## src/sv/swa_pkg.sv

```systemverilog
// Package: sizes, types and codes shared by the sliding window average block.
`timescale 1ns / 1ps
package swa_pkg;

	localparam int MAX_WINDOW = 64;
	localparam int DATA_W     = 32;
	localparam int WIN_W      = 7;
	localparam int ADDR_W     = (MAX_WINDOW > 1) ? $clog2(MAX_WINDOW) : 1;
	localparam int CNT_W      = $clog2(MAX_WINDOW + 1);
	localparam int SUM_W      = DATA_W + ADDR_W;
	localparam int STEP_W     = $clog2(SUM_W + 1);
	localparam int PADDR_W    = 3;

	localparam logic [WIN_W-1:0] WIN_RESET = WIN_W'(32);

	// Register index, taken from the word address bit paddr[2]
	localparam logic REG_WINDOW_SIZE = 1'b0;

	typedef enum logic [1:0] {
		ST_IDLE,
		ST_UPDATE,
		ST_DIV,
		ST_EMIT
	} state_t;

	typedef struct packed {
		logic                     start;
		logic signed [SUM_W-1:0]  dividend;
		logic [CNT_W-1:0]         divisor;
	} div_req_t;

	typedef struct packed {
		logic              done;
		logic [DATA_W-1:0] quotient;
	} div_rsp_t;

endpackage

```

## src/sv/sliding_window_average_core.sv

```systemverilog
// Sliding window average: ring buffer in RAM, running sum, iterative divide.
`timescale 1ns / 1ps
// Usage
//   Input channel: sample_value (signed Q16.16) and sample_invalid, handshake
//   in_valid / in_stall. A request is taken when in_valid is high and in_stall
//   low. Output channel: window_average, handshake out_valid / out_stall.
//   Samples are held in a 64-entry RAM used as a ring, with a running sum.
//   While fewer than window_size samples are held, a valid request is simply
//   appended (in_stall stays low, no result). An invalid one is dropped. Once
//   full, the request yields sum / window_size truncated toward zero; the
//   oldest sample leaves, the new one enters if valid. A full request reads
//   the oldest sample and starts the divider, which works out the quotient
//   bit by bit while the ring update runs alongside; then come the done
//   hand-off and the output load. in_stall is high after acceptance until the
//   result is loaded, so no new request is taken while a divide is running.
//   The result sits in an output register, so the next request is accepted
//   while it waits; a second result waits in the divider until the first has
//   been taken, with in_stall high.
//   window_size is written over APB at byte address 0 from pwdata[6:0] (reset
//   32, 0 acts as 1, over 64 as 64). Write it only when the block is idle.
//   Reset empties the buffer (count, pointer and sum cleared) at once: no
//   clearing pass, as an entry is never read before it has been written.
module sliding_window_average_core (
	input  logic                                clk,
	input  logic                                arst_n,
	// input requests
	input  logic                                in_valid,
	output logic                                in_stall,
	input  logic signed [swa_pkg::DATA_W-1:0]   sample_value,
	input  logic                                sample_invalid,
	// results
	output logic                                out_valid,
	input  logic                                out_stall,
	output logic signed [swa_pkg::DATA_W-1:0]   window_average,
	// configuration
	input  logic                                psel,
	input  logic                                penable,
	input  logic                                pwrite,
	input  logic [swa_pkg::PADDR_W-1:0]         paddr,
	input  logic [31:0]                         pwdata,
	output logic [31:0]                         prdata,
	output logic                                pready
);

	swa_pkg::state_t                   state_q, state_d;

	logic [swa_pkg::WIN_W-1:0]         window_size_q;
	logic [swa_pkg::ADDR_W-1:0]        oldest_q;
	logic [swa_pkg::CNT_W-1:0]         count_q;
	logic signed [swa_pkg::SUM_W-1:0]  sum_q;
	logic signed [swa_pkg::DATA_W-1:0] samp_q;
	logic                              inv_q;
	logic                              out_valid_q;
	logic [swa_pkg::DATA_W-1:0]        out_q;

	logic [swa_pkg::CNT_W-1:0]         win_eff;
	logic                              full;
	logic                              in_acc;
	logic                              out_free;
	logic                              cfg_wr;
	logic [swa_pkg::CNT_W:0]           slot_sum;
	logic [swa_pkg::ADDR_W-1:0]        slot;
	logic [swa_pkg::ADDR_W-1:0]        oldest_inc;

	logic                              ram_we;
	logic [swa_pkg::ADDR_W-1:0]        ram_waddr;
	logic [swa_pkg::DATA_W-1:0]        ram_wdata;
	logic                              ram_re;
	logic [swa_pkg::DATA_W-1:0]        ram_rdata;

	swa_pkg::div_req_t                 div_req;
	swa_pkg::div_rsp_t                 div_rsp;

	// ---- configuration ---------------------------------------------------
	assign pready = 1'b1;
	assign cfg_wr = psel && penable && pwrite && pready;

	always_ff @(posedge clk or negedge arst_n) begin
		if (!arst_n) begin
			window_size_q <= swa_pkg::WIN_RESET;
		end else if (cfg_wr && (paddr[2] == swa_pkg::REG_WINDOW_SIZE)) begin
			window_size_q <= pwdata[swa_pkg::WIN_W-1:0];
		end
	end

	always_comb begin
		prdata = '0;
		if (paddr[2] == swa_pkg::REG_WINDOW_SIZE) begin
			prdata[swa_pkg::WIN_W-1:0] = window_size_q;
		end
	end

	// Effective window: clamp to 1..MAX_WINDOW
	always_comb begin
		if (window_size_q == '0) begin
			win_eff = swa_pkg::CNT_W'(1);
		end else if (32'(window_size_q) > 32'(swa_pkg::MAX_WINDOW)) begin
			win_eff = swa_pkg::CNT_W'(swa_pkg::MAX_WINDOW);
		end else begin
			win_eff = swa_pkg::CNT_W'(window_size_q);
		end
	end

	assign full = count_q >= win_eff;

	// ---- ring addressing -------------------------------------------------
	// Append slot is oldest + count; across a full step it is the same entry
	// (oldest moves up by one, count down by one).
	always_comb begin
		slot_sum = {1'b0, swa_pkg::CNT_W'(oldest_q)} + {1'b0, count_q};
		if (slot_sum >= (swa_pkg::CNT_W+1)'(swa_pkg::MAX_WINDOW)) begin
			slot_sum = slot_sum - (swa_pkg::CNT_W+1)'(swa_pkg::MAX_WINDOW);
		end
		slot = slot_sum[swa_pkg::ADDR_W-1:0];
		if (32'(oldest_q) == 32'(swa_pkg::MAX_WINDOW - 1)) begin
			oldest_inc = '0;
		end else begin
			oldest_inc = oldest_q + swa_pkg::ADDR_W'(1);
		end
	end

	// ---- handshakes ------------------------------------------------------
	assign in_stall  = (state_q != swa_pkg::ST_IDLE);
	assign in_acc    = in_valid && !in_stall;
	assign out_free  = !out_valid_q || !out_stall;
	assign out_valid = out_valid_q;
	assign window_average = out_q;

	// ---- sequencer -------------------------------------------------------
	always_ff @(posedge clk or negedge arst_n) begin
		if (!arst_n) begin
			state_q <= swa_pkg::ST_IDLE;
		end else begin
			state_q <= state_d;
		end
	end

	always_comb begin
		state_d       = state_q;
		ram_we        = 1'b0;
		ram_waddr     = slot;
		ram_wdata     = sample_value;
		ram_re        = 1'b0;
		div_req.start    = 1'b0;
		div_req.dividend = sum_q;
		div_req.divisor  = win_eff;
		unique case (state_q)
			swa_pkg::ST_IDLE: begin
				if (in_acc) begin
					if (full) begin
						// fetch the oldest sample, divide the current sum
						ram_re        = 1'b1;
						div_req.start = 1'b1;
						state_d       = swa_pkg::ST_UPDATE;
					end else begin
						ram_we = !sample_invalid;
					end
				end
			end
			swa_pkg::ST_UPDATE: begin
				ram_we    = !inv_q;
				ram_wdata = samp_q;
				state_d   = swa_pkg::ST_DIV;
			end
			swa_pkg::ST_DIV: begin
				if (div_rsp.done) begin
					state_d = swa_pkg::ST_EMIT;
				end
			end
			swa_pkg::ST_EMIT: begin
				if (out_free) begin
					state_d = swa_pkg::ST_IDLE;
				end
			end
			default: state_d = swa_pkg::ST_IDLE;
		endcase
	end

	// ---- ring state: pointer, count, sum ---------------------------------
	always_ff @(posedge clk or negedge arst_n) begin
		if (!arst_n) begin
			oldest_q <= '0;
			count_q  <= '0;
			sum_q    <= '0;
		end else if (state_q == swa_pkg::ST_IDLE && in_acc && !full && !sample_invalid) begin
			count_q <= count_q + swa_pkg::CNT_W'(1);
			sum_q   <= sum_q + swa_pkg::SUM_W'(sample_value);
		end else if (state_q == swa_pkg::ST_UPDATE) begin
			oldest_q <= oldest_inc;
			if (inv_q) begin
				count_q <= count_q - swa_pkg::CNT_W'(1);
				sum_q   <= sum_q - swa_pkg::SUM_W'($signed(ram_rdata));
			end else begin
				sum_q   <= sum_q - swa_pkg::SUM_W'($signed(ram_rdata))
				                 + swa_pkg::SUM_W'(samp_q);
			end
		end
	end

	// request payload held for the update cycle
	always_ff @(posedge clk) begin
		if (in_acc) begin
			samp_q <= sample_value;
			inv_q  <= sample_invalid;
		end
	end

	// ---- output register -------------------------------------------------
	always_ff @(posedge clk or negedge arst_n) begin
		if (!arst_n) begin
			out_valid_q <= 1'b0;
		end else if (state_q == swa_pkg::ST_EMIT && out_free) begin
			out_valid_q <= 1'b1;
		end else if (!out_stall) begin
			out_valid_q <= 1'b0;
		end
	end

	always_ff @(posedge clk) begin
		if (state_q == swa_pkg::ST_EMIT && out_free) begin
			out_q <= div_rsp.quotient;
		end
	end

	// ---- units -----------------------------------------------------------
	swa_ram #(
		.WIDTH (swa_pkg::DATA_W),
		.DEPTH (swa_pkg::MAX_WINDOW)
	) u_store (
		.clk   (clk),
		.we    (ram_we),
		.waddr (ram_waddr),
		.wdata (ram_wdata),
		.re    (ram_re),
		.raddr (oldest_q),
		.rdata (ram_rdata)
	);

	swa_div u_div (
		.clk    (clk),
		.arst_n (arst_n),
		.req    (div_req),
		.rsp    (div_rsp)
	);

endmodule

```

## src/sv/swa_ram.sv

```systemverilog
// Generic single-clock RAM: one write port, one read port, registered read data.
`timescale 1ns / 1ps
module swa_ram #(
	parameter int WIDTH = 32,
	parameter int DEPTH = 64
) (
	input  logic                             clk,
	input  logic                             we,
	input  logic [$clog2(DEPTH)-1:0]         waddr,
	input  logic [WIDTH-1:0]                 wdata,
	input  logic                             re,
	input  logic [$clog2(DEPTH)-1:0]         raddr,
	output logic [WIDTH-1:0]                 rdata
);

	logic [WIDTH-1:0] mem_q [DEPTH];

	always_ff @(posedge clk) begin
		if (we) begin
			mem_q[waddr] <= wdata;
		end
		if (re) begin
			rdata <= mem_q[raddr];
		end
	end

endmodule

```

## src/sv/swa_div.sv

```systemverilog
// Iterative signed-by-unsigned divider, one quotient bit per cycle, saturating result.
`timescale 1ns / 1ps
module swa_div (
	input  logic              clk,
	input  logic              arst_n,
	input  swa_pkg::div_req_t req,
	output swa_pkg::div_rsp_t rsp
);

	localparam logic [swa_pkg::SUM_W-1:0] LIM = swa_pkg::SUM_W'(1) << (swa_pkg::DATA_W - 1);

	logic                           busy_q;
	logic                           done_q;
	logic [swa_pkg::STEP_W-1:0]     step_q;
	logic [swa_pkg::CNT_W-1:0]      rem_q;
	logic [swa_pkg::SUM_W-1:0]      mag_q;
	logic                           neg_q;
	logic [swa_pkg::CNT_W-1:0]      dvs_q;

	logic [swa_pkg::CNT_W:0]        shifted;
	logic [swa_pkg::CNT_W:0]        diff;
	logic                           fits;
	logic [swa_pkg::SUM_W-1:0]      neg_mag;

	always_comb begin
		shifted = {rem_q, mag_q[swa_pkg::SUM_W-1]};
		diff    = shifted - {1'b0, dvs_q};
		fits    = shifted >= {1'b0, dvs_q};
		neg_mag = ~mag_q + swa_pkg::SUM_W'(1);
	end

	always_ff @(posedge clk or negedge arst_n) begin
		if (!arst_n) begin
			busy_q <= 1'b0;
			done_q <= 1'b0;
			step_q <= '0;
		end else if (req.start) begin
			busy_q <= 1'b1;
			done_q <= 1'b0;
			step_q <= '0;
		end else if (busy_q) begin
			step_q <= step_q + swa_pkg::STEP_W'(1);
			if (step_q == swa_pkg::STEP_W'(swa_pkg::SUM_W - 1)) begin
				busy_q <= 1'b0;
				done_q <= 1'b1;
			end
		end else begin
			done_q <= 1'b0;
		end
	end

	// Datapath: magnitude shifts left, quotient bits shift in at the bottom
	always_ff @(posedge clk) begin
		if (req.start) begin
			rem_q <= '0;
			neg_q <= req.dividend[swa_pkg::SUM_W-1];
			mag_q <= req.dividend[swa_pkg::SUM_W-1] ? (~req.dividend + swa_pkg::SUM_W'(1))
			                                         : req.dividend;
			dvs_q <= req.divisor;
		end else if (busy_q) begin
			rem_q <= fits ? diff[swa_pkg::CNT_W-1:0] : shifted[swa_pkg::CNT_W-1:0];
			mag_q <= {mag_q[swa_pkg::SUM_W-2:0], fits};
		end
	end

	// Sign restore and clamp to the 32-bit signed range
	always_comb begin
		rsp.done = done_q;
		if (neg_q) begin
			rsp.quotient = (mag_q > LIM) ? {1'b1, {(swa_pkg::DATA_W-1){1'b0}}}
			                             : neg_mag[swa_pkg::DATA_W-1:0];
		end else begin
			rsp.quotient = (mag_q >= LIM) ? {1'b0, {(swa_pkg::DATA_W-1){1'b1}}}
			                              : mag_q[swa_pkg::DATA_W-1:0];
		end
	end

endmodule

```

## config.mk

```make
export PLATFORM = sky130hd
export DESIGN_NAME = sliding_window_average_core
export DESIGN_NICKNAME = d
export VERILOG_FILES = /design/src/sv/swa_pkg.sv /design/src/sv/sliding_window_average_core.sv /design/src/sv/swa_ram.sv /design/src/sv/swa_div.sv
export SDC_FILE = /design/constraint.sdc
export NUM_CORES = 2
export LEC_CHECK = 0
export BUFFER_PORTS_ARGS = -buffer_cell sky130_fd_sc_hd__buf_2
export CORE_MARGIN = 3
export CORE_UTILIZATION = 60
export CTS_BUF_LIST = sky130_fd_sc_hd__clkbuf_8
export CTS_CLUSTER_DIAMETER = 150
export DETAILED_ROUTE_END_ITERATION = 8
export PLACE_DENSITY = 0.87
export SYNTH_ARGS = -nofsm -noshare
export SYNTH_HDL_FRONTEND = slang
export SYNTH_SLANG_ARGS = --single-unit
```

## constraint.sdc

```tcl
create_clock -name clk -period 12.05 [get_ports clk]
set_clock_uncertainty 0.1 [all_clocks]
set_input_delay 2.41 -clock clk [delete_from_list [all_inputs] [get_ports clk]]
set_output_delay 2.41 -clock clk [all_outputs]
set_load 0.03 [all_outputs]
```

[After elaboration in Yosys (flattened, before gate mapping)]
Memory sizes are Yosys's and may differ from the RTL's. A register that Yosys moved wholly into a read port is not among the register bits.
Index checks and enable logic that the tools add are counted.
Storage, ports and cells
  memory bits (read-only): 0
  register bits: 187
  output and inout bits: 67
  bits in writable memories: 2048
  memories: 1
  word-level logic and storage cells: 116
  input bits: 75
  latch bits: 0
Operators by class
  divide/modulo/power cells: 0
  equal/unequal tests: 11
  $mul: 0
  $add $sub $neg: 12
  order comparisons: 6
  shifts and indexed selects: 0
  mux-type cells: 42
  bitwise logic cells: 4
  reduce and logical (&&, ||, !) cells: 24
Memories
  u_store.mem_q: depth 64, bits a word 32, read ports 1, clocked after Yosys merged registers in 1, wr ports 1, line swa_ram.sv:16  | logic [WIDTH-1:0] mem_q [DEPTH];
Operator list (number)
  38-bit 2-to-1 mux: 6
  32-bit 2-to-1 mux: 4
  38-bit by 32-bit adder with 38-bit output: 2
  7-bit 2-to-1 mux: 7
  38-bit by 2-bit adder with 38-bit output (second input constant): 1
  38-bit by 32-bit >= comparator with 1-bit output (second input constant): 1
  38-bit by 32-bit greater-than comparator with 1-bit output (second input constant): 1
  38-bit NOT: 1
  38-bit by 32-bit subtractor with 38-bit output: 1
  32-bit by 1-bit adder with 32-bit output (second input constant): 1
  32-bit NOT: 1
  6-bit 2-to-1 mux: 4
  1-bit 2-to-1 mux: 15
  6-bit by 1-bit adder with 6-bit output (second input constant): 2
  6-bit == test (second input constant): 2
  6-bit by 7-bit adder with 8-bit output: 1
  8-bit by 7-bit >= comparator with 1-bit output: 1
  8-bit by 7-bit >= comparator with 1-bit output (second input constant): 1
  1-bit logical AND: 8
  2-bit 2-to-1 mux: 4
  2-bit case mux with 4 select lines: 1
  2-bit nonzero test: 4
  7-bit by 1-bit adder with 7-bit output (second input constant): 1
  7-bit >= comparator: 1
  17 further kinds: 28

[Logic depth before layout (Yosys ltp)]
  depth in word-level cells: 9
  gate-level depth with buffers: 23
  mapped depth without buffers: 23

[By module]
Synthesis repeated with hierarchy kept, for this count alone.
Unflattened totals
  cell total of the unflattened synthesis: 5353
  area, all modules: 96211.0 µm²
By module, submodules not included
  swa_ram: times used 1, cells each 3324, seq. area each 62459.9 µm², area an instance 78835.6 µm²
  sliding_window_average_core: times used 1, cells each 1428, seq. area each 3479.6 µm², area an instance 12379.4 µm²
  swa_div: times used 1, cells each 601, seq. area each 1721.7 µm², area an instance 4996.0 µm²

[Least setup slack after synthesis]
No wires, ideal clock.
  path kind: input-to-reg
  start: input sample_value[1] in the netlist's numbering
  end: memory u_store.mem_q[0][1] (data pin)
  data required time: 11.248 ns
  library setup time: 0.702 ns
  cell stages on the path: 2
  path slack: 6.243 ns
  arrival time: 5.005 ns
  buffers on the path: 0
  path through: inv_1 > o21ai_0
On the way
  longest elaborated chain between the ends: 1
Ends and longest elaborated chain
  start, declared: line sliding_window_average_core.sv:29  | input logic signed [swa_pkg::DATA_W-1:0] sample_value,
  32-bit 2-to-1 mux: line sliding_window_average_core.sv:147  | unique case (state_q)
  via ram_wdata, one bit: line sliding_window_average_core.sv:67  | logic [swa_pkg::DATA_W-1:0] ram_wdata;
  end, declared: line swa_ram.sv:16
The timed path passes the listed nets, and every way through them passes these cells.

==> results_dict.tcl <==
set metrics [dict create \
    status "complete, no violations" \
    worstSetupEndpointType "flip-flop" \
    wl_um 247300 \
    firstDrtPassIters 8 \
    place_congestion 0.9273 \
    cts.repair.resized 0 \
    synth_area_leaders "edfxtp_1 (69%), mux4_2 (16%), ha_1 (2.0%), dfrtp_1 (1.8%), a21oi_1 (0.95%)" \
    hold_viol 0 \
    port_buffers 88 \
    hold_path.class "flip-flop to flip-flop" \
    clock_latency_ns 1.06 \
    grt_max_degree 150 \
    holdBufCountCts 0 \
    synth-compound-area-share_pct 4.354 \
    die_y_um 404.3 \
    cts_buffer_depth 4 \
    synth-adder-area-share_pct 2.085 \
    coreArea_um2 156900 \
    max-slew-margin-rel_pct 6.859 \
    power.share.clock_pct 40.2 \
    synthCells 4916 \
    synth_top_family_by_area "multiplexers" \
    yosysWarnings 0 \
    layout.nets 5474 \
    switching_share_pct 21.37 \
    p_total_mw 14.87 \
    layout_worst_path_cycle_share_pct 52.37 \
    synth_top_flop_cell "edfxtp_1" \
    rows 145 \
    synth_top_cell_by_area "edfxtp_1" \
    post-route-drc-count 0 \
    min_from "u_div.rem_q[6]$_SDFFE_PP0P_" \
    final_cell_mix "edfxtp_1 (2191), mux4_2 (672), clkbuf_8 (372), inv_1 (211), a21oi_1 (181)" \
    ys_seq_area_share_pct 71.08 \
    path_class "flip-flop to flip-flop" \
    worst_slew_pin_slew_ns 1.397 \
    setup_viol 0 \
    seq_power_share_pct 58.1 \
    num_io_pins 142 \
    die_w_um 404.3 \
    rsz0062_at_grt "false" \
    setup_tns_ns 0 \
    die_area_um2 163500 \
    fmax_mhz 158.5 \
    r2r_cells 17 \
    grt_overflow_total 0 \
    dp_hpwl_um 148000 \
    cts_root_buffer "clkbuf_8" \
    cts_sinks 2267 \
    critPathArrivalTime_ns 6.87 \
    cts_tree "yes" \
    cap_violations 0 \
    min_period_ns 6.310 \
    htreeDepth 5 \
    synth_top_area_share_pct 69.11 \
    min_path_cells 2 \
    syn_area_per_cell_um2 19.36 \
    wl_per_cell_um 32.64 \
    ys_types 82 \
    viasPerCell 6.921 \
    area.sequential_um2 67680 \
    drtIter0Drc 7116 \
    fill_cells 9321 \
    layout.cells.most_common "edfxtp_1" \
    p_int_mw 11.69 \
    synth-edff-count 2191 \
    synth.cell_area_um2 95200 \
    final_max_slew_viol_count 0 \
    ys_ff_latch 2267 \
    grt_pass1_wl_um 360500 \
    r2r_slack_ns 5.74 \
    start_util_pct 60.66 \
    power.switching_mw 3.178 \
    multi_input_area_um2 26680 \
    critical_path.startpoint "window_size_q[3]$_DFFE_PN0P_" \
    combinationalPowerShare_pct 1.6 \
    start_kind "flip-flop" \
    ir_worst_vdd_v 0.0001494 \
    grt_pass1_vias 53210 \
    path_clk_slew_ns 0.06 \
    r2r-start "window_size_q[3]$_DFFE_PN0P_" \
    area_delta_synth_final_pct 10.35 \
    synthSimpleGateAreaFrac_pct 3.006 \
    leakage_nw 34.39 \
    muxShareOfSynthArea_pct 16.52 \
    antenna_found_initial 25 \
    vias 52450 \
    drive_above_1_share_pct 26.23 \
    critPathMaxFanout 60 \
    cp.required_ns 12.61 \
    grtUsageTotal_pct 30.78 \
    ant_nets 0 \
    numCtsBuffers 364 \
    synth_xor_xnor_area_share_pct 1.398 \
    cts_setup_buffers 0 \
    synthArstFlopShare_pct 3.044 \
    powerDensity_nw_per_um2 141.6 \
]
## worst max-delay path: stages, from the launching register on
cell,delay [ns]
dfrtp_1,0.40
nor3_1,0.21
a21oi_1,0.09
nor2_1,0.17
ha_1,0.26
nand2b_1,0.14
a21o_1,0.17
a21o_1,0.17
a21oi_1,0.15
o21ai_0,0.16
a2111oi_2,0.39
buf_4,0.50
clkinv_1,0.20
buf_4,0.32
a21oi_1,0.45
nand3_1,0.88
nor2_4,0.69
buf_4,0.48
## registers in the layout (all words and copies together), names as in the netlist, 2 cells and up
| register | count |
|---|---|
| u_store.mem_q | 2048 |
| sum_q | 38 |
| u_div.mag_q | 38 |
| samp_q | 32 |
| u_store.rdata | 32 |
| window_average | 32 |
| count_q | 7 |
| u_div.dvs_q | 7 |
| u_div.rem_q | 7 |
| window_size_q | 7 |
| oldest_q | 6 |
| u_div.step_q | 6 |
| state_q | 2 |
## metal layers
layer	global-route usage (%)	vias up	part of all wire [%]
li1	-	20990	-
met1	38.24	26520	33
met2	50.94	4002	51
met3	7.544	918	11
met4	15.57	16	5.5
met5	0	-	0.045
## worst paths after layout
check | end
max reg2reg | u_store.mem_q[29][17]$_DFFE_PP_
min reg2reg | u_div.rem_q[6]$_SDFFE_PP0P_
max | u_store.mem_q[29][17]$_DFFE_PP_
min in group asynchronous | state_q[1]$_DFFE_PN0P_
min | u_div.rem_q[6]$_SDFFE_PP0P_
max in group asynchronous | oldest_q[1]$_DFFE_PN0P_
## cell type report
cell class,count,area share (%)
antenna,11,0.02620
clock buffer,372,4.874
clock inverter,259,1.189
inverter,105,0.3752
multi-input combinational,2306,25.40
sequential,2267,64.43
tap,2058,2.451
timing repair buffer,200,1.258
## cells by family after synthesis
kind of cell               Yosys count
AOI/OAI and AO/OA                  643
xor gates and xnor gates           152
adders and majority gates          155
buffers and inverters              367
DFF                               2267
muxes                              726
other                                2
and+or+nand+nor                    604
## power groups by stage
stage | registers, mW | logic [mW] | clock network (mW)
after floorplan | 8.81 | 0.141 | 0
after global placement | 8.81 | 0.217 | 0
after detailed placement | 8.81 | 0.235 | 0
after CTS | 8.65 | 0.235 | 6.05
after global routing | 8.64 | 0.260 | 6.37
final | 8.65 | 0.241 | 5.98
## through the flow
| stage | instance area (um^2) | utilization, % | hold WS [ns] | setup WS (ns) | std cells |
|---|---|---|---|---|---|
| floorplan | 95290 | - | 0.3323 | 6.243 | 4940 |
| global placement | 98650 | 62.86 | 0.3480 | 5.046 | 6936 |
| detailed placement | 98650 | 62.86 | 0.3502 | 4.834 | 6936 |
| CTS | 105000 | 66.92 | 0.3579 | 5.756 | 7567 |
| global route | 105000 | 66.92 | 0.3953 | 5.465 | 7569 |
| finish | 105000 | 66.94 | 0.3562 | 5.740 | 7578 |
## synth_stat cells (all sizes together) (13+ instances only)
cell type     n
nand2b       17
dfrtp        68
o22ai        14
nand3        43
a21o         93
nand2       150
mux4        672
edfxtp     2191
o31ai        19
o211ai       25
or3          26
a211oi       33
o21ai       133
o21bai       23
xor2         80
xnor2        72
nor2b        21
and3         15
nand4        30
o311ai       23
ha          149
mux2i        13
buf          81
nor2        216
a21oi       181
mux2         41
a31oi        16
clkbuf      181
inv         104
nor3         34
No activity file was read; power rests on OpenSTA's default activity.
